**config.mk**
```make
export PLATFORM = sky130hd
export DESIGN_NAME = dvad_queue
export DESIGN_NICKNAME = d
export VERILOG_FILES = /design/src/rtl/dvad_pkg.sv /design/src/rtl/dvad_queue.sv
export SDC_FILE = /design/constraint.sdc
export NUM_CORES = 1
export LEC_CHECK = 0
export ABC_AREA = 1
export BUFFER_PORTS_ARGS = -buffer_cell sky130_fd_sc_hd__buf_2
export CORE_MARGIN = 1.5
export CORE_UTILIZATION = 30
export CTS_BUF_LIST = sky130_fd_sc_hd__clkbuf_2 sky130_fd_sc_hd__clkbuf_4 sky130_fd_sc_hd__clkbuf_8
export DETAILED_ROUTE_END_ITERATION = 6
export HOLD_SLACK_MARGIN = 0.12
export PLACE_DENSITY = 0.52
export SETUP_SLACK_MARGIN = 0.05
export SLEW_MARGIN = 25
export SYNTH_ARGS = -nofsm -noshare
export SYNTH_HDL_FRONTEND = slang
export SYNTH_SLANG_ARGS = --single-unit
```
**constraint.sdc**
```tcl
create_clock -name clk -period 3.06 [get_ports clk]
set_input_delay 0.765 -clock clk [delete_from_list [all_inputs] [get_ports clk]]
set_output_delay 0.765 -clock clk [all_outputs]
set_load 0.05 [all_outputs]
```
**src/rtl/dvad_pkg.sv**
```systemverilog
// dvad_pkg: types, constants and helper functions for the dv audio deshuffle block
// depends on nothing; imported by every rtl file of the block except dvad_ram
package dvad_pkg;

    // frame and map sizes
    localparam int FRAME_BYTES  = 144000;
    localparam int PAL_PAIRS    = 1944;
    localparam int NTSC_PAIRS   = 1620;
    localparam int ADDR_W       = 18;
    localparam int INDEX_W      = 11;
    localparam int COUNT_W      = 11;
    localparam int SAMPLE_W     = 16;
    localparam int QUEUE_DEPTH  = 2;
    localparam int QPTR_W       = 1;

    // frame layout
    localparam logic [ADDR_W-1:0] HDR_ADDR     = 18'd3;
    localparam logic [ADDR_W-1:0] PROBE_FIRST  = 18'd483;
    localparam logic [ADDR_W-1:0] BLOCK_STEP   = 18'd1280;
    localparam logic [ADDR_W-1:0] SEQ_WRAP     = 18'd1760;
    localparam logic [ADDR_W-1:0] SEQ_BYTES    = 18'd12000;
    localparam logic [ADDR_W-1:0] PAL_HALF     = 18'd72000;
    localparam logic [ADDR_W-1:0] NTSC_HALF    = 18'd60000;
    localparam logic [7:0]        PACK_ID      = 8'h50;

    // base pair counts per rate and frame rate
    localparam logic [COUNT_W-1:0] BASE_48K_60 = 11'd1580;
    localparam logic [COUNT_W-1:0] BASE_44K_60 = 11'd1452;
    localparam logic [COUNT_W-1:0] BASE_32K_60 = 11'd1053;
    localparam logic [COUNT_W-1:0] BASE_48K_50 = 11'd1896;
    localparam logic [COUNT_W-1:0] BASE_32K_50 = 11'd1264;

    // reciprocals for constant division (scaled by 2^13 or 2^16)
    localparam logic [11:0] RECIP_3    = 12'd2731;
    localparam logic [10:0] RECIP_54   = 11'd1214;
    localparam logic [10:0] RECIP_45   = 11'd1457;
    localparam logic [13:0] RECIP_6    = 14'd10923;
    localparam logic [13:0] RECIP_5    = 14'd13108;

    typedef enum logic [1:0] {
        OP_WRITE   = 2'd0,
        OP_ANALYZE = 2'd1,
        OP_READ    = 2'd2,
        OP_UNUSED  = 2'd3
    } opcode_t;

    typedef enum logic [1:0] {
        ST_OK       = 2'd0,
        ST_NO_INFO  = 2'd1,
        ST_BAD_RATE = 2'd2,
        ST_RANGE    = 2'd3
    } status_t;

    typedef enum logic [1:0] {
        RATE_48K     = 2'd0,
        RATE_44K1    = 2'd1,
        RATE_32K     = 2'd2,
        RATE_UNKNOWN = 2'd3
    } rate_t;

    typedef enum logic [1:0] {
        CMD_WRITE   = 2'd0,
        CMD_ANALYZE = 2'd1,
        CMD_READ    = 2'd2
    } cmd_kind_t;

    typedef enum logic [1:0] {
        FM_PCM16 = 2'd0,
        FM_PCM12 = 2'd1,
        FM_PACK  = 2'd2
    } fetch_mode_t;

    typedef enum logic [3:0] {
        BK_IDLE,
        BK_CALC1,
        BK_CALC2,
        BK_CALC3,
        BK_CALC4,
        BK_FETCH,
        BK_HDR_RD,
        BK_HDR_WAIT,
        BK_PROBE_RD,
        BK_PROBE_CHK,
        BK_LATCH,
        BK_RESULT
    } back_state_t;

    typedef struct packed {
        logic [1:0]         opcode;
        logic [ADDR_W-1:0]  byte_addr;
        logic [7:0]         byte_value;
        logic [INDEX_W-1:0] sample_index;
    } in_item_t;

    typedef struct packed {
        logic [1:0]                 status;
        logic signed [SAMPLE_W-1:0] left_sample;
        logic signed [SAMPLE_W-1:0] right_sample;
        logic [COUNT_W-1:0]         sample_count;
        logic [1:0]                 rate_code;
        logic                       is_pal;
        logic                       fifty_field;
    } out_item_t;

    typedef struct packed {
        cmd_kind_t          kind;
        logic [ADDR_W-1:0]  addr;
        logic [7:0]         value;
        logic [INDEX_W-1:0] index;
    } cmd_t;

    typedef struct packed {
        logic valid;
        cmd_t cmd;
    } push_t;

    typedef struct packed {
        logic              we;
        logic [ADDR_W-1:0] addr;
        logic [7:0]        wdata;
    } mem_req_t;

    // 12-bit nonlinear code to 16-bit linear sample
    function automatic logic signed [SAMPLE_W-1:0] expand12(input logic [11:0] y);
        logic              neg;
        logic [10:0]       p;
        logic [2:0]        sh;
        logic [SAMPLE_W-1:0] v;
        neg = y[11];
        p   = neg ? ~y[10:0] : y[10:0];
        sh  = 3'(p[10:8] - 3'd1);
        if (p < 11'h200)
            v = {5'b0, p};
        else
            v = SAMPLE_W'(11'(p - {sh, 8'h00})) << sh;
        return neg ? ~v : v;
    endfunction

endpackage

```
**src/rtl/dvad_queue.sv**
```systemverilog
// dvad_queue: short command queue between front and back
// depends on dvad_pkg
module dvad_queue
    import dvad_pkg::*;
(
    input  logic  clk,
    input  logic  rst_n,
    input  push_t push,
    output logic  full,
    input  logic  pop,
    output logic  q_valid,
    output cmd_t  q_cmd
);

    cmd_t              entry_reg [QUEUE_DEPTH];
    logic [QPTR_W-1:0] wr_ptr_reg;
    logic [QPTR_W-1:0] rd_ptr_reg;
    logic [QPTR_W:0]   count_reg;

    assign full    = (count_reg == (QPTR_W+1)'(QUEUE_DEPTH));
    assign q_valid = (count_reg != '0);
    assign q_cmd   = entry_reg[rd_ptr_reg];

    // storage
    always_ff @(posedge clk)
    begin
        if (push.valid)
            entry_reg[wr_ptr_reg] <= push.cmd;
    end

    // pointers and fill level
    always_ff @(posedge clk or negedge rst_n)
    begin
        if (!rst_n)
        begin
            wr_ptr_reg <= '0;
            rd_ptr_reg <= '0;
            count_reg  <= '0;
        end
        else
        begin
            if (push.valid)
                wr_ptr_reg <= wr_ptr_reg + 1'b1;
            if (pop && q_valid)
                rd_ptr_reg <= rd_ptr_reg + 1'b1;
            if (push.valid && !(pop && q_valid))
                count_reg <= count_reg + 1'b1;
            else if (!push.valid && pop && q_valid)
                count_reg <= count_reg - 1'b1;
        end
    end

endmodule

```
# [Word level (Yosys, flattened, before mapping)]
# Memories as Yosys holds them, arrays and structs flattened.
# Cells that the tools add are included.
[totals] mem_count=1 elab_cells=21 register_bits=4 mem_bits_rw=78 output_inout_bits=41 input_bits=43
[memory_table] memory="entry_reg" words=2 word_bits=39 read_ports=1 rd_clocked_by_memory_dff=0 write_ports=1 line_no="dvad_queue.sv:15" rtl="cmd_t entry_reg [QUEUE_DEPTH];"
[op_classes] mux=4 eq_ne=1 reduce_logical=8 n_addsub=4
[op_table] cell="$logic_and 1x1->1" count=4
[op_table] cell="$mux 2" count=2
[op_table] cell="$reduce_bool 2->1" count=2
[op_table] cell="$add 1x1->1 const B" count=2
[op_table] cell="$add 2x1->2 const B" count=1
[op_table] cell="$eq 2x2->1 const B" count=1
[op_table] cell="$logic_not 1->1" count=2
[op_table] cell="$mux 1" count=2
[op_table] cell="$sub 2x1->2 const B" count=1

# [Logic depth before layout (Yosys ltp)]
[logic_depth] word_depth=5 ltp_mapped=7 mapped_depth_nobuf=7

# [Worst setup path after synthesis]
# Ideal clock, no wire load.
[synth_path] path_kind="input-to-reg" startpoint="in push[39] (netlist bit)" endpoint="mem entry_reg[0][0] (netlist bit) (enable)" setup_ns=0.436 path_stages=2 slack_ns=0.153 n_path_buf=0 arrival_time_ns=2.471 required_time_ns=2.624 path_cell_list="inv_1 -> nor2_1"
[synth_between] elab_chain_len=2
[synth_rtl] element="start: declaration" line_no="dvad_queue.sv:8" rtl="input push_t push,"
[synth_rtl] element="$mux 1" line_no="dvad_queue.sv:27" rtl="if (push.valid)"
[synth_rtl] element="$mux 1 (implied by the code)" line_no="dvad_queue.sv:28" rtl="entry_reg[wr_ptr_reg] <= push.cmd;"
[synth_rtl] element="end: declaration" line_no="dvad_queue.sv:15"
# No other way between the ends.

==> impl_metrics.json <==
{
  "gp_congestion": 0.694,
  "finish.utilization": 0.394,
  "wl_microns": 5690,
  "wl_per_cell_microns": 12.4,
  "tns_ps": 0,
  "worstPathMaxFanout": 19,
  "status": "completed",
  "largest_reg_flops": 78,
  "cts_tree": "yes",
  "cts.reportedPaths.clkPinSlew_ps": 70,
  "fmax_mhz": 414,
  "crit_path_top_delay_cell": "dfrtp_1",
  "synth.top_cell.area_share": 0.772,
  "cap_viol_max_count": 0,
  "yosys.cell_types.count": 15,
  "dpl.hpwl_microns": 3730,
  "postCtsSetupBuffers": 0,
  "hold_violations": 0,
  "rsz0062_at_grt": "no",
  "start_kind": "flip-flop",
  "final_antenna_net_count": 0,
  "nets": 364,
  "relSlewSlack": 0.610,
  "rr_endpoint": "entry_reg[0][4]$_DFFE_PP_",
  "cts.sinks": 82,
  "ys_seq_area_frac": 0.805,
  "rows": 36,
  "clock_latency_ps": 330,
  "cts_resized": 0,
  "cp-end-kind": "output pin",
  "grt_pass1_wl_microns": 9150,
  "rrSetupSlack_ps": 1570,
  "dpl_worst_slack_ps": 981,
  "postCtsHoldBufs": 0,
  "antenna_found_initial": 1,
  "first_global_vias": 1856,
  "synth_cells": 229,
  "clk_path_buf_depth": 2,
  "die_h_microns": 104,
  "via_count": 1877,
  "yosys.area.top_type": "edfxtp_1",
  "syn_nets": 272,
  "area_growth_pct": 27.1,
  "core_area_sq_mm": 0.00977,
  "drv_slew": 0,
  "setup_viol": 0,
  "fp.dieW_microns": 104,
  "finalCritPeriodShare": 0.789,
  "yosys_warnings": 0,
  "skew_ps": 5.06,
  "synth-seq-cells": 82,
  "syn_area_per_cell_sq_um": 13.2,
  "cp_top_family": "buffers and inverters",
  "grt.total_usage": 0.111,
  "htree_levels": 3,
  "max_stage_delay_ps": 360,
  "synthesis.area_sq_mm": 0.00303,
  "drc_errors": 0,
  "ir_drop_mv": 0.642,
  "reg2regPathDepth": 2,
  "cts_root_buf": "clkbuf_8",
  "path_class": "flip-flop to output pin",
  "cts_buffers": 9,
  "critical_path.cell_chain": "buf_4 > inv_1 > buf_4 > nand2_1 > nand2_1 > buf_2",
  "overflow": 0,
  "p_leak_uw": 0.00167,
  "worstPathArrival_ps": 1650,
  "boundaryPins": 84,
  "cp_num_buf_inv": 4,
  "io_buffers": 83,
  "min_path_type": "input port to async pin",
  "drive_gt1_frac": 0.335,
  "start_util": 0.310,
  "grt_max_degree": 40,
  "vias_per_cell": 4.09,
  "crit_required_ps": 2290,
  "r2r-start": "wr_ptr_reg$_DFFE_PN0P_",
  "dr.pass1.iters": 4,
  "ys_top_cells_by_area": "edfxtp_1 (77%), nand2_1 (15%), dfrtp_1 (3.3%)",
  "fin_crit_ps": 2410,
  "first_iter_violations": 63,
  "tightest_slew_ps": 584,
  "timing.hold.ws_ps": 232,
  "setup_slack_ps": 647,
  "p_per_area_mw_per_mm2": 1130,
  "die-area_sq_mm": 0.0107
}
## power by group
| group | internal (uW) | switching, uW | leakage, uW |
|---|---|---|---|
| clock network | 463 | 359 | 0.000102 |
| logic | 402 | 1580 | 0.000789 |
| registers | 1490 | 67.1 | 0.000779 |
| total | 2360 | 2010 | 0.00167 |
## worst max path at each step
stage | to | cells past startpoint | from
5_1_grt | q_cmd[15] | 6 | rd_ptr_reg$_DFFE_PN0P_
3_5_place_dp | q_cmd[26] | 5 | rd_ptr_reg$_DFFE_PN0P_
2_1_floorplan | entry_reg[0][0]$_DFFE_PP_ | 2 | push[39]
6_report | q_cmd[34] | 6 | rd_ptr_reg$_DFFE_PN0P_
3_3_place_gp | entry_reg[0][38]$_DFFE_PP_ | 4 | push[39]
4_1_cts | q_cmd[30] | 6 | rd_ptr_reg$_DFFE_PN0P_
## layer usage
metal | GRT usage | routed length, microns
met3 | 0.0315 | 389
met4 | 0.0565 | 97
met1 | 0.140 | 2580
met5 | 0 | 0
met2 | 0.175 | 2630
## metrics by stage
stage                     cell area (sq um)  instances  total power (uW)
after floorplan                        3030        229              3090
after CTS                              3850        458              4430
after detailed placement               3640        443              3600
final                                  3850        459              4360
after global placement                 3640        443              3590
after global routing                   3850        458              4600
## layout make-up
type / count / area, sq um
inverters: 6 / 22.5
multi-input cells: 133 / 537
clock inverters: 5 / 80.1
fillers: 948 / 5920
diodes: 1 / 2.50
clock buffers: 10 / 131
flip-flops and latches: 82 / 2440
repair buffers: 89 / 473
well taps: 133 / 166
## synth_stat cells
library cell / instances
buf_2: 4
buf_4: 1
clkbuf_1: 3
dfrtp_1: 4
edfxtp_1: 78
inv_1: 5
inv_2: 1
nand2_1: 123
nand2_2: 1
nand3_1: 1
nand3_2: 1
nor2_1: 2
o21ai_1: 1
o31ai_1: 1
xor2_1: 3
## kinds of logic after synthesis
kind of cell / count (synthesis) / share of synthesized area
and+or+nand+nor: 128 / 0.162
DFF: 82 / 0.805
buffers and inverters: 14 / 0.0202
xor gates and xnor gates: 3 / 0.00866
AOI/OAI and AO/OA: 2 / 0.00412
## layout by cell type (no fill, tap or decap)
cell type,synthesis,routed
nor2_4,0,1
clkbuf_8,0,9
nand3_2,1,1
buf_12,0,1
edfxtp_1,78,78
clkbuf_4,0,1
clkinv_2,0,1
dfrtp_1,4,4
diode_2,0,1
nand2_1,123,123
o21ai_1,1,1
nand3_1,1,1
inv_2,1,2
clkinvlp_4,0,2
inv_1,5,4
o31ai_1,1,1
nand2_2,1,1
bufinv_16,0,2
nor2_1,2,1
buf_4,1,5
buf_2,4,83
xor2_1,3,3
(Power assumes the default switching activity.)
