## config.mk

```make
export PLATFORM = sky130hd
export DESIGN_NAME = dvad_front
export DESIGN_NICKNAME = d
export VERILOG_FILES = /design/src/rtl/dvad_pkg.sv /design/src/rtl/dvad_front.sv
export SDC_FILE = /design/constraint.sdc
export NUM_CORES = 1
export LEC_CHECK = 0
export ABC_AREA = 1
export BUFFER_PORTS_ARGS = -buffer_cell sky130_fd_sc_hd__buf_2
export CORE_MARGIN = 2
export CORE_UTILIZATION = 30
export DETAILED_ROUTE_END_ITERATION = 12
export PLACE_DENSITY = 0.91
export REMOVE_ABC_BUFFERS = 1
export SETUP_SLACK_MARGIN = 0.02
export SLEW_MARGIN = 40
export SYNTH_ARGS = -nofsm -noshare
export SYNTH_HDL_FRONTEND = slang
export SYNTH_SLANG_ARGS = --single-unit
export TNS_END_PERCENT = 30
```

## constraint.sdc

```tcl
create_clock -name vclk -period 1.4
set_input_delay 0.14 -clock vclk [all_inputs]
set_output_delay 0.14 -clock vclk [all_outputs]
set_load 0.05 [all_outputs]
```

## src/rtl/dvad_pkg.sv

```systemverilog
// dvad_pkg: types, constants and helper functions for the dv audio deshuffle block
// depends on nothing; imported by every rtl file of the block except dvad_ram
package dvad_pkg;

    // frame and map sizes
    localparam int FRAME_BYTES  = 144000;
    localparam int PAL_PAIRS    = 1944;
    localparam int NTSC_PAIRS   = 1620;
    localparam int ADDR_W       = 18;
    localparam int INDEX_W      = 11;
    localparam int COUNT_W      = 11;
    localparam int SAMPLE_W     = 16;
    localparam int QUEUE_DEPTH  = 2;
    localparam int QPTR_W       = 1;

    // frame layout
    localparam logic [ADDR_W-1:0] HDR_ADDR     = 18'd3;
    localparam logic [ADDR_W-1:0] PROBE_FIRST  = 18'd483;
    localparam logic [ADDR_W-1:0] BLOCK_STEP   = 18'd1280;
    localparam logic [ADDR_W-1:0] SEQ_WRAP     = 18'd1760;
    localparam logic [ADDR_W-1:0] SEQ_BYTES    = 18'd12000;
    localparam logic [ADDR_W-1:0] PAL_HALF     = 18'd72000;
    localparam logic [ADDR_W-1:0] NTSC_HALF    = 18'd60000;
    localparam logic [7:0]        PACK_ID      = 8'h50;

    // base pair counts per rate and frame rate
    localparam logic [COUNT_W-1:0] BASE_48K_60 = 11'd1580;
    localparam logic [COUNT_W-1:0] BASE_44K_60 = 11'd1452;
    localparam logic [COUNT_W-1:0] BASE_32K_60 = 11'd1053;
    localparam logic [COUNT_W-1:0] BASE_48K_50 = 11'd1896;
    localparam logic [COUNT_W-1:0] BASE_32K_50 = 11'd1264;

    // reciprocals for constant division (scaled by 2^13 or 2^16)
    localparam logic [11:0] RECIP_3    = 12'd2731;
    localparam logic [10:0] RECIP_54   = 11'd1214;
    localparam logic [10:0] RECIP_45   = 11'd1457;
    localparam logic [13:0] RECIP_6    = 14'd10923;
    localparam logic [13:0] RECIP_5    = 14'd13108;

    typedef enum logic [1:0] {
        OP_WRITE   = 2'd0,
        OP_ANALYZE = 2'd1,
        OP_READ    = 2'd2,
        OP_UNUSED  = 2'd3
    } opcode_t;

    typedef enum logic [1:0] {
        ST_OK       = 2'd0,
        ST_NO_INFO  = 2'd1,
        ST_BAD_RATE = 2'd2,
        ST_RANGE    = 2'd3
    } status_t;

    typedef enum logic [1:0] {
        RATE_48K     = 2'd0,
        RATE_44K1    = 2'd1,
        RATE_32K     = 2'd2,
        RATE_UNKNOWN = 2'd3
    } rate_t;

    typedef enum logic [1:0] {
        CMD_WRITE   = 2'd0,
        CMD_ANALYZE = 2'd1,
        CMD_READ    = 2'd2
    } cmd_kind_t;

    typedef enum logic [1:0] {
        FM_PCM16 = 2'd0,
        FM_PCM12 = 2'd1,
        FM_PACK  = 2'd2
    } fetch_mode_t;

    typedef enum logic [3:0] {
        BK_IDLE,
        BK_CALC1,
        BK_CALC2,
        BK_CALC3,
        BK_CALC4,
        BK_FETCH,
        BK_HDR_RD,
        BK_HDR_WAIT,
        BK_PROBE_RD,
        BK_PROBE_CHK,
        BK_LATCH,
        BK_RESULT
    } back_state_t;

    typedef struct packed {
        logic [1:0]         opcode;
        logic [ADDR_W-1:0]  byte_addr;
        logic [7:0]         byte_value;
        logic [INDEX_W-1:0] sample_index;
    } in_item_t;

    typedef struct packed {
        logic [1:0]                 status;
        logic signed [SAMPLE_W-1:0] left_sample;
        logic signed [SAMPLE_W-1:0] right_sample;
        logic [COUNT_W-1:0]         sample_count;
        logic [1:0]                 rate_code;
        logic                       is_pal;
        logic                       fifty_field;
    } out_item_t;

    typedef struct packed {
        cmd_kind_t          kind;
        logic [ADDR_W-1:0]  addr;
        logic [7:0]         value;
        logic [INDEX_W-1:0] index;
    } cmd_t;

    typedef struct packed {
        logic valid;
        cmd_t cmd;
    } push_t;

    typedef struct packed {
        logic              we;
        logic [ADDR_W-1:0] addr;
        logic [7:0]        wdata;
    } mem_req_t;

    // 12-bit nonlinear code to 16-bit linear sample
    function automatic logic signed [SAMPLE_W-1:0] expand12(input logic [11:0] y);
        logic              neg;
        logic [10:0]       p;
        logic [2:0]        sh;
        logic [SAMPLE_W-1:0] v;
        neg = y[11];
        p   = neg ? ~y[10:0] : y[10:0];
        sh  = 3'(p[10:8] - 3'd1);
        if (p < 11'h200)
            v = {5'b0, p};
        else
            v = SAMPLE_W'(11'(p - {sh, 8'h00})) << sh;
        return neg ? ~v : v;
    endfunction

endpackage

```

## src/rtl/dvad_front.sv

```systemverilog
// dvad_front: accepts input transactions and turns them into back-end commands
// depends on dvad_pkg
module dvad_front
    import dvad_pkg::*;
(
    input  logic     item_valid,
    output logic     item_stall,
    input  in_item_t item,
    input  logic     queue_full,
    output push_t    push
);

    logic keep;

    // stall only while the queue has no room
    assign item_stall = queue_full;

    // drop unused opcodes and writes outside the frame
    always_comb
    begin
        keep = 1'b1;
        push.cmd.kind = CMD_READ;
        case (item.opcode)
            OP_WRITE:
            begin
                push.cmd.kind = CMD_WRITE;
                keep = (item.byte_addr < ADDR_W'(FRAME_BYTES));
            end
            OP_ANALYZE: push.cmd.kind = CMD_ANALYZE;
            OP_READ:    push.cmd.kind = CMD_READ;
            default:    keep = 1'b0;
        endcase
        push.cmd.addr  = item.byte_addr;
        push.cmd.value = item.byte_value;
        push.cmd.index = item.sample_index;
        push.valid     = item_valid && !queue_full && keep;
    end

endmodule

```

# After elaboration in Yosys (flattened, before gate mapping)
# Cells that the tools add are included.
[word_totals]
ff_bits = 0
wordCells = 10
[classes]
n_lt_le_gt_ge = 1
n_eq_ne = 2
muxes = 2
n_reduce_logical = 5
[ops]
columns = ["cell", "count"]
rows = [
  ["$lt 18x18->1 const B", 1],
  ["$pmux 2 s2", 1],
  ["$eq 2x1->1 const B", 1],
  ["$eq 2x2->1 const B", 1],
  ["$logic_and 1x1->1", 2],
  ["$logic_not 2->1", 1],
  ["$pmux 1 s2", 1],
  ["$reduce_or 2->1", 1],
  ["$logic_not 1->1", 1],
]

# Depth between registers and ports, before layout
# Gate-level depths: netlist of the first run.
[logic_depth]
depth_word = 4
depth_mapped = 7
depth_no_buf = 7

# Worst setup path before layout of the first run
# Ideal clock, no wire load.
[synth_path]
path_type = "input port to output port"
startpoint = "input port item[38] (netlist name)"
endpoint = "output port push[38] (netlist name)"
arrival_time_ns = 1.020
required_time_ns = 1.260
path_slack_ns = 0.240
path_stages = 3
path_buffers = 0
path_cell_list = "inv_1 ha_1 nor2_1"
[synth_rtl]
columns = ["element", "line_no", "source"]
rows = [
  ["from (decl)", "dvad_front.sv:8", "input in_item_t item,"],
  ["to (decl)", "dvad_front.sv:10", "output push_t push"],
]

==> key figures, run 1 <==
Logic synthesis
  – Top post-synthesis cells by area: buf_4 64%, ha_1 11%, inv_1 7.5%
  – Post-synth top area share: 0.637
  – Syn Area/Cell: 6.59 µm²
  – Sequential cell area fraction in the yosys report: 0
  – Netlist cell types: 10
  – Synthesized area: 448 µm²
  – Area leader, netlist: buf_4
  – Syn Inst Count: 68
  – Yosys warnings: 0

Floorplan
  – Die extent in x: 42.6 µm
  – Die Footprint: 0.00182 mm²
  – Cell row count: 13
  – IO Count: 82
  – Initial Util: 0.332
  – Die height: 42.6 µm
  – Core Box Area: 0.00135 mm²

Hold path
  – Min-Delay Path Class: primary input to primary output

Clock network
  – Postcts setup bufs: 0
  – PostCTS Resize Cnt: 0
  – Hold_buf cts: 0

Critical path
  – Critical-path top delay cell: buf_2
  – Setup crit start kind: primary input
  – Required time of the critical path: 1.26 ns
  – Critical path's top delay family: buffers and inverters
  – Critical Path Fanout Max: 2
  – CP most frequent cell: buf_2
  – Crit path cell chain: buf_2, nor2_2, a21oi_1, nor2_1, nand3_1, a21oi_2, buf_2
  – Kind of critical path: primary input to primary output
  – Worst path arrival time: 1.04 ns
  – WP buf/inv: 2
  – Critical Path Sink Type: primary output
  – Worst path max stage delay: 0.27 ns

Layout
  – Diode count: 0
  – Layout cell share with drive strength beyond 1: 0.533
  – Clock buffers: 0
  – Reg area: 0 µm²
  – Layout area overhead: -26.0%
  – Sequential cell count: 0
  – Nets: 107
  – # fillers: 160

STA
  – Post-route setup TNS: 0 ns
  – Period utilization: 0.843
  – Worst slew pin tran: 0.258 ns
  – Final Slew Violations: 0
  – Final setup fails: 0
  – Fmax: 847 MHz
  – Worst slew margin: 0.829
  – WHS: 0.280 ns
  – Endpoints failing hold: 0
  – Unrepaired setup endpoints after global routing: no
  – Minimum clock period: 1.18 ns

Global route
  – Largest net degree at the start of global routing: 5
  – Number of global-route vias before repair: 344
  – Congestion Overflow GR: 0
  – GR Util All Layers: 0.181
  – Initial antenna violation count: 0
  – First-pass GRT wire length: 2220 µm

Drt
  – DRT antenna net count: 0
  – DR WL/cell: 22.8 µm
  – First-pass DRT Iterations: 3
  – Drt drc: 0
  – Detailed Route WL: 1710 µm
  – Number of DRC markers in iteration 0: 4
  – Vias: 340
  – DR vias/cell: 4.53

Run
  – Max-Cap Viols: 0

Pwr
  – PD cells: 491 mW/mm²
  – Maximum vdd drop: 0.000127 V
  – Leakage: 0.233 nW

Placement
  – RD Place Congestion: 0.803
  – Final HPWL DP: 1660 µm
  – Port bufs: 30

Status
  – Status: finished clean
-- cell families after synthesis --
family / after synthesis / synth area share
compound gates: 3 / 0.0475
simple gates: 14 / 0.129
fa+ha+maj: 4 / 0.112
buf+inv: 47 / 0.712
-- cells in the mapped netlist --
library cell	instances
ha_1	4
buf_4	38
nand3_1	2
a21oi_1	1
a21oi_2	1
nor2_2	1
nand2_1	5
inv_1	9
nor2_1	6
o21a_1	1
-- cell type report --
| type | count | area (µm²) | share of cell area |
|---|---|---|---|
| Timing Repair Buffer | 30 | 150 | 0.453 |
| Multi-Input combinational cell | 21 | 129 | 0.389 |
| Inverter | 9 | 33.8 | 0.102 |
| Tap cell | 15 | 18.8 | 0.0566 |
-- through the flow --
step                      std cells  instance area [µm²]  worst slack (ns)  power (mW)   util
after floorplan                  30                  163             0.240      0.0435      -
after global placement           75                  332             0.241       0.160  0.246
after detailed placement         75                  332             0.210       0.164  0.246
after CTS                        75                  332             0.207       0.164  0.246
after global routing             75                  332             0.107       0.174  0.246
final                            75                  332             0.219       0.163  0.246
-- per-layer routing --
| layer | vias up | part of all wire | global-route usage | wire length, µm |
|---|---|---|---|---|
| li1 | 147 | - | - | - |
| met1 | 146 | 0.28 | 0.129 | 471 |
| met2 | 47 | 0.48 | 0.318 | 819 |
| met3 | 0 | 0.25 | 0.220 | 419 |
| met4 | 0 | 0 | 0 | 0 |
| met5 | - | 0 | 0.0333 | 0 |
-- path summary, 6_finish.rpt --
path | from | end | depth (start not counted) | slack (ns)
setup / recovery | item[34] | push[39] | 7 | 0.22
hold / removal | item[0] | push[0] | 0 | 0.28
-- report_power, final --
part | internal [mW] | switching (mW) | leakage [nW]
registers | 0 | 0 | 0
clock network | 0 | 0 | 0
logic | 0.0417 | 0.121 | 0.233
-- cell usage in the layout, fill, tap and decap left out --
| cell type | Yosys | layout |
|---|---|---|
| inv_1 | 9 | 9 |
| nor2_2 | 1 | 1 |
| buf_2 | 0 | 30 |
| a21oi_1 | 1 | 1 |
| nand2_1 | 5 | 5 |
| a21oi_2 | 1 | 1 |
| o21a_1 | 1 | 1 |
| nor2_1 | 6 | 6 |
| ha_1 | 4 | 4 |
| nand3_1 | 2 | 2 |
Note: power is estimated with default switching activity, not from simulation.
==> run 2, diff against run 1 <==
Settings changed: CORE_UTILIZATION 30 to 25, PLACE_DENSITY 0.91 to 0.81.
Clock period 1.4 ns to 0.95 ns, I/O delays scaled along.
==> run 2 against run 1 <==
The flow now finishes with violations (negative setup slack). Sequential cell count unchanged. Wire length increased by 0.41%. Highest routed layer unchanged. Worst setup slack got worse by 0.26 ns. Die area increased by 18%. Worst hold slack got worse by 0.090 ns. Via count increased by 9.4%. Count of clock-buffer cells in the layout unchanged. Non-clock buffer count increased by 8. Critical path depth unchanged. Sequential share of layout area unchanged. Critical path type unchanged. Design area increased by 42%. First-iteration DRC count decreased by 75%. Largest power group unchanged.
==> key figures, run 2 (synthesis results as in run 1) <==
Drt
  – DRT antenna net count: 0
  – Vias: 372
  – DR vias/cell: 4.00
  – Drt drc: 0
  – DR WL/cell: 18.5 µm
  – Number of DRC markers in iteration 0: 1
  – First-pass DRT Iterations: 2
  – Detailed Route WL: 1720 µm

Critical path
  – Critical Path Sink Type: primary output
  – Critical Path Fanout Max: 2
  – Worst path arrival time: 0.90 ns
  – Kind of critical path: primary input to primary output
  – Required time of the critical path: 0.85 ns
  – Setup crit start kind: primary input

Layout
  – Clock buffers: 0
  – Layout cell share with drive strength beyond 1: 0.706
  – Post-Route Utilization: 0.276
  – Reg area: 0 µm²
  – Most common cell after layout, fill and taps aside: buf_2
  – Sequential cell count: 0
  – Layout area overhead: 5.31%
  – Post-route cell area: 472 µm²
  – Nets: 115
  – Most frequent cells in the layout: 22 x buf_2, 8 x buf_6, 8 x buf_4
  – Diode count: 0

STA
  – WHS: 0.190 ns
  – Final setup fails: 1
  – Worst slew margin: 0.828
  – Fmax: 1010 MHz
  – Post-route setup TNS: -0.0425 ns
  – Period utilization: 1.04
  – Endpoints failing hold: 0
  – Minimum clock period: 0.993 ns
  – Final worst slack: -0.0425 ns
  – Unrepaired setup endpoints after global routing: yes
  – Worst slew pin tran: 0.259 ns
  – Final Slew Violations: 0

Floorplan
  – Core Box Area: 0.00171 mm²
  – Cell row count: 15
  – Initial Util: 0.262
  – IO Count: 82
  – Die extent in x: 46.3 µm
  – Die height: 46.3 µm
  – Die Footprint: 0.00215 mm²

Pwr
  – PD cells: 633 mW/mm²
  – Net Sw Frac: 0.639
  – NetSw: 0.191 mW
  – Design internal power: 0.108 mW
  – Leakage: 0.282 nW
  – Maximum vdd drop: 0.000270 V
  – Clock power share: 0
  – Comb pwr share: 1.000
  – Reg power frac: 0

Global route
  – First-pass GRT wire length: 2100 µm
  – GR Util All Layers: 0.149
  – Largest net degree at the start of global routing: 4
  – Initial antenna violation count: 0
  – Number of global-route vias before repair: 367
  – Congestion Overflow GR: 0

Placement
  – Final HPWL DP: 1570 µm
  – Place WS: -0.146 ns
  – Port bufs: 30
  – DP Area: 389 µm²
  – RD Place Congestion: 0.762

Hold path
  – Min-Delay Path Class: primary input to primary output

Status
  – Failing checks: negative setup slack
  – Status: complete, but fails checks

Clock network
  – Hold_buf cts: 0

Run
  – Max-Cap Viols: 0
[run 2: changes by cell type in the layout (fill, tap and decap cells not counted), sizes merged]
cell and delta:
buf +8
[run 2: through the flow]
stage,power [mW],std cells
final,0.299,93
after global routing,0.317,93
after CTS,0.291,93
after detailed placement,0.260,91
after global placement,0.256,91
after floorplan,0.0642,30
[run 2: final cells by class]
cell class                 instances  area [µm²]
fill                             193        1240
multi-input combinational         21         144
timing repair buffer              38         260
tap                               25        31.3
inverter                           9        36.3
[run 2: repair_timing]
item	CTS	global route
endpoints found under the hold margin	0	0
setup endpoints to repair	2	2
resized for setup	14	6
pin swaps	8	5
buffers inserted	2	0
[run 2: layer usage]
layer | wire, µm | track usage | vias up
met2 | 791 | 0.250 | 55
met5 | 0 | 0 | -
li1 | - | - | 164
met4 | 0 | 0 | 0
met1 | 443 | 0.106 | 153
met3 | 481 | 0.204 | 0
[run 2: worst paths after layout]
check | start | end | slack (ns) | depth (start not counted)
worst max-delay path | item[34] | push[39] | -0.04 | 7
worst min-delay path | item[15] | push[15] | 0.19 | 0
[run 2: critical path: stages]
cell	delay, ns
buf_2	0.12
nor2_4	0.08
a21oi_1	0.07
nor2_1	0.12
nand3_1	0.10
a21oi_2	0.15
buf_6	0.17
[run 2: power groups by stage]
| stage | Sequential, mW | Combinational, mW | Clock, mW |
|---|---|---|---|
| finish | 0 | 0.299 | 0 |
| detailed placement | 0 | 0.260 | 0 |
| global placement | 0 | 0.256 | 0 |
| floorplan | 0 | 0.0642 | 0 |
| CTS | 0 | 0.291 | 0 |
| global route | 0 | 0.317 | 0 |
==> run 3, diff against run 2 <==
Settings changed: CORE_UTILIZATION 25 to 28, PLACE_DENSITY 0.81 to 0.85.
Clock period 0.95 ns to 1 ns, I/O delays scaled along.
==> run 3 against run 2 <==
The flow still finishes with violations (negative setup slack). Worst setup slack improved by 0.038 ns. Via count decreased by 0.81%. Die area decreased by 9.8%. Count of clock-buffer cells in the layout unchanged. Worst hold slack improved by 0.010 ns. Total power decreased by 5.1%. First-iteration DRC count increased to 4.0 times the previous value. Design area decreased by 2.9%. Cell count decreased by 11%. Critical path depth decreased by 1. Critical path type unchanged. Highest routed layer unchanged.
==> key figures, run 3 (synthesis results as in run 1) <==
Status
  – Status: complete, but fails checks
  – Failing checks: negative setup slack

Critical path
  – Critical Path Start: item[38]
  – Kind of critical path: primary input to primary output
  – Worst path arrival time: 0.90 ns
  – Critical Path Sink Type: primary output
  – Critical Path Fanout Max: 2
  – Required time of the critical path: 0.90 ns
  – Setup crit start kind: primary input

Pwr
  – Comb pwr share: 1.000
  – Total power draw: 0.283 mW
  – Clock power share: 0
  – Reg power frac: 0
  – PD cells: 619 mW/mm²
  – Maximum vdd drop: 0.000290 V
  – Leakage: 0.282 nW
  – NetSw: 0.182 mW
  – Design internal power: 0.101 mW
  – Net Sw Frac: 0.644

Global route
  – Initial antenna violation count: 0
  – GR Util All Layers: 0.182
  – Largest net degree at the start of global routing: 4
  – Number of global-route vias before repair: 369
  – Congestion Overflow GR: 0
  – First-pass GRT wire length: 2370 µm

Hold path
  – Hold Path Depth: 0
  – Worst hold endpoint: push[25]
  – Hold_sp: item[25]
  – Min-Delay Path Class: primary input to primary output

STA
  – Period utilization: 1.00
  – Post-route setup TNS: -0.00471 ns
  – Unrepaired setup endpoints after global routing: yes
  – Final worst slack: -0.00471 ns
  – Worst slew margin: 0.829
  – Minimum clock period: 1.00 ns
  – Final Slew Violations: 0
  – Endpoints failing hold: 0
  – Fmax: 995 MHz
  – Worst slew pin tran: 0.258 ns
  – Final setup fails: 1

Placement
  – RD Place Congestion: 0.774
  – DP Area: 378 µm²
  – Port bufs: 30
  – Final HPWL DP: 1680 µm
  – Placed cell count: 82

Drt
  – First-pass DRT Iterations: 3
  – DR WL/cell: 22.2 µm
  – Number of DRC markers in iteration 0: 4
  – Vias: 369
  – Drt drc: 0
  – DR vias/cell: 4.45
  – Detailed Route WL: 1840 µm
  – DRT antenna net count: 0

Layout
  – Most frequent cells in the layout: 22 x buf_2, 8 x buf_6, 7 x buf_4
  – Clock buffers: 0
  – Fin cells: 83
  – Sequential cell count: 0
  – Layout cell share with drive strength beyond 1: 0.716
  – Post-route cell area: 458 µm²
  – Nets: 114
  – Multi-input combinational cell area: 149 µm²
  – Diode count: 0
  – Layout area overhead: 2.23%
  – # fillers: 169
  – Post-Route Utilization: 0.304
  – Reg area: 0 µm²
  – Most common cell after layout, fill and taps aside: buf_2

Floorplan
  – Die height: 44.0 µm
  – Cell row count: 14
  – Die extent in x: 44.0 µm
  – IO Count: 82
  – Initial Util: 0.297
  – Core Box Area: 0.00151 mm²
  – Die Footprint: 0.00194 mm²

Run
  – Max-Cap Viols: 0
==> run 3: cell type report <==
| cell class | instances | area share |
|---|---|---|
| inverter | 9 | 0.0792 |
| tap | 16 | 0.0437 |
| multi-input combinational | 21 | 0.325 |
| timing repair buffer | 37 | 0.552 |
==> run 3: worst max-delay path by stage <==
stage | endpoint | cells after the start
6_report | push[39] | 6
5_1_grt | push[39] | 9
4_1_cts | push[39] | 9
3_5_place_dp | push[39] | 9
3_3_place_gp | push[39] | 9
2_1_floorplan | push[38] | 3
==> run 3: power by group through the flow <==
| stage | clock (mW) | sequential [mW] | combinational [mW] |
|---|---|---|---|
| 3_3_place_gp | 0 | 0 | 0.242 |
| 6_report | 0 | 0 | 0.283 |
| 4_1_cts | 0 | 0 | 0.271 |
| 5_1_grt | 0 | 0 | 0.299 |
| 3_5_place_dp | 0 | 0 | 0.246 |
| 2_1_floorplan | 0 | 0 | 0.0610 |
==> run 3: routing by layer <==
metal / routed length [µm] / vias up / global-route usage
li1: - / 161 / -
met1: 487 / 164 / 0.153
met2: 892 / 44 / 0.309
met3: 461 / 0 / 0.204
met4: 0 / 0 / 0
met5: 0 / - / 0
==> run 3: critical path, cell delays in order <==
cell     delay [ns]
buf_2          0.09
inv_1          0.05
ha_2           0.30
inv_1          0.04
a21oi_2        0.14
buf_6          0.17
==> run 3: stage by stage <==
step                      setup slack [ns]  hold WS (ns)
final                             -0.00471         0.200
after global routing               -0.0552         0.200
after global placement             -0.0883         0.201
after detailed placement           -0.0878         0.201
after floorplan                    -0.0797         0.200
after CTS                          -0.0153         0.201
==> run 3: what timing repair did <==
item	in CTS	in global routing
resized for setup	12	9
hold buffers	0	0
setup endpoints to repair	2	2
pin swaps	9	6
setup buffers	1	0
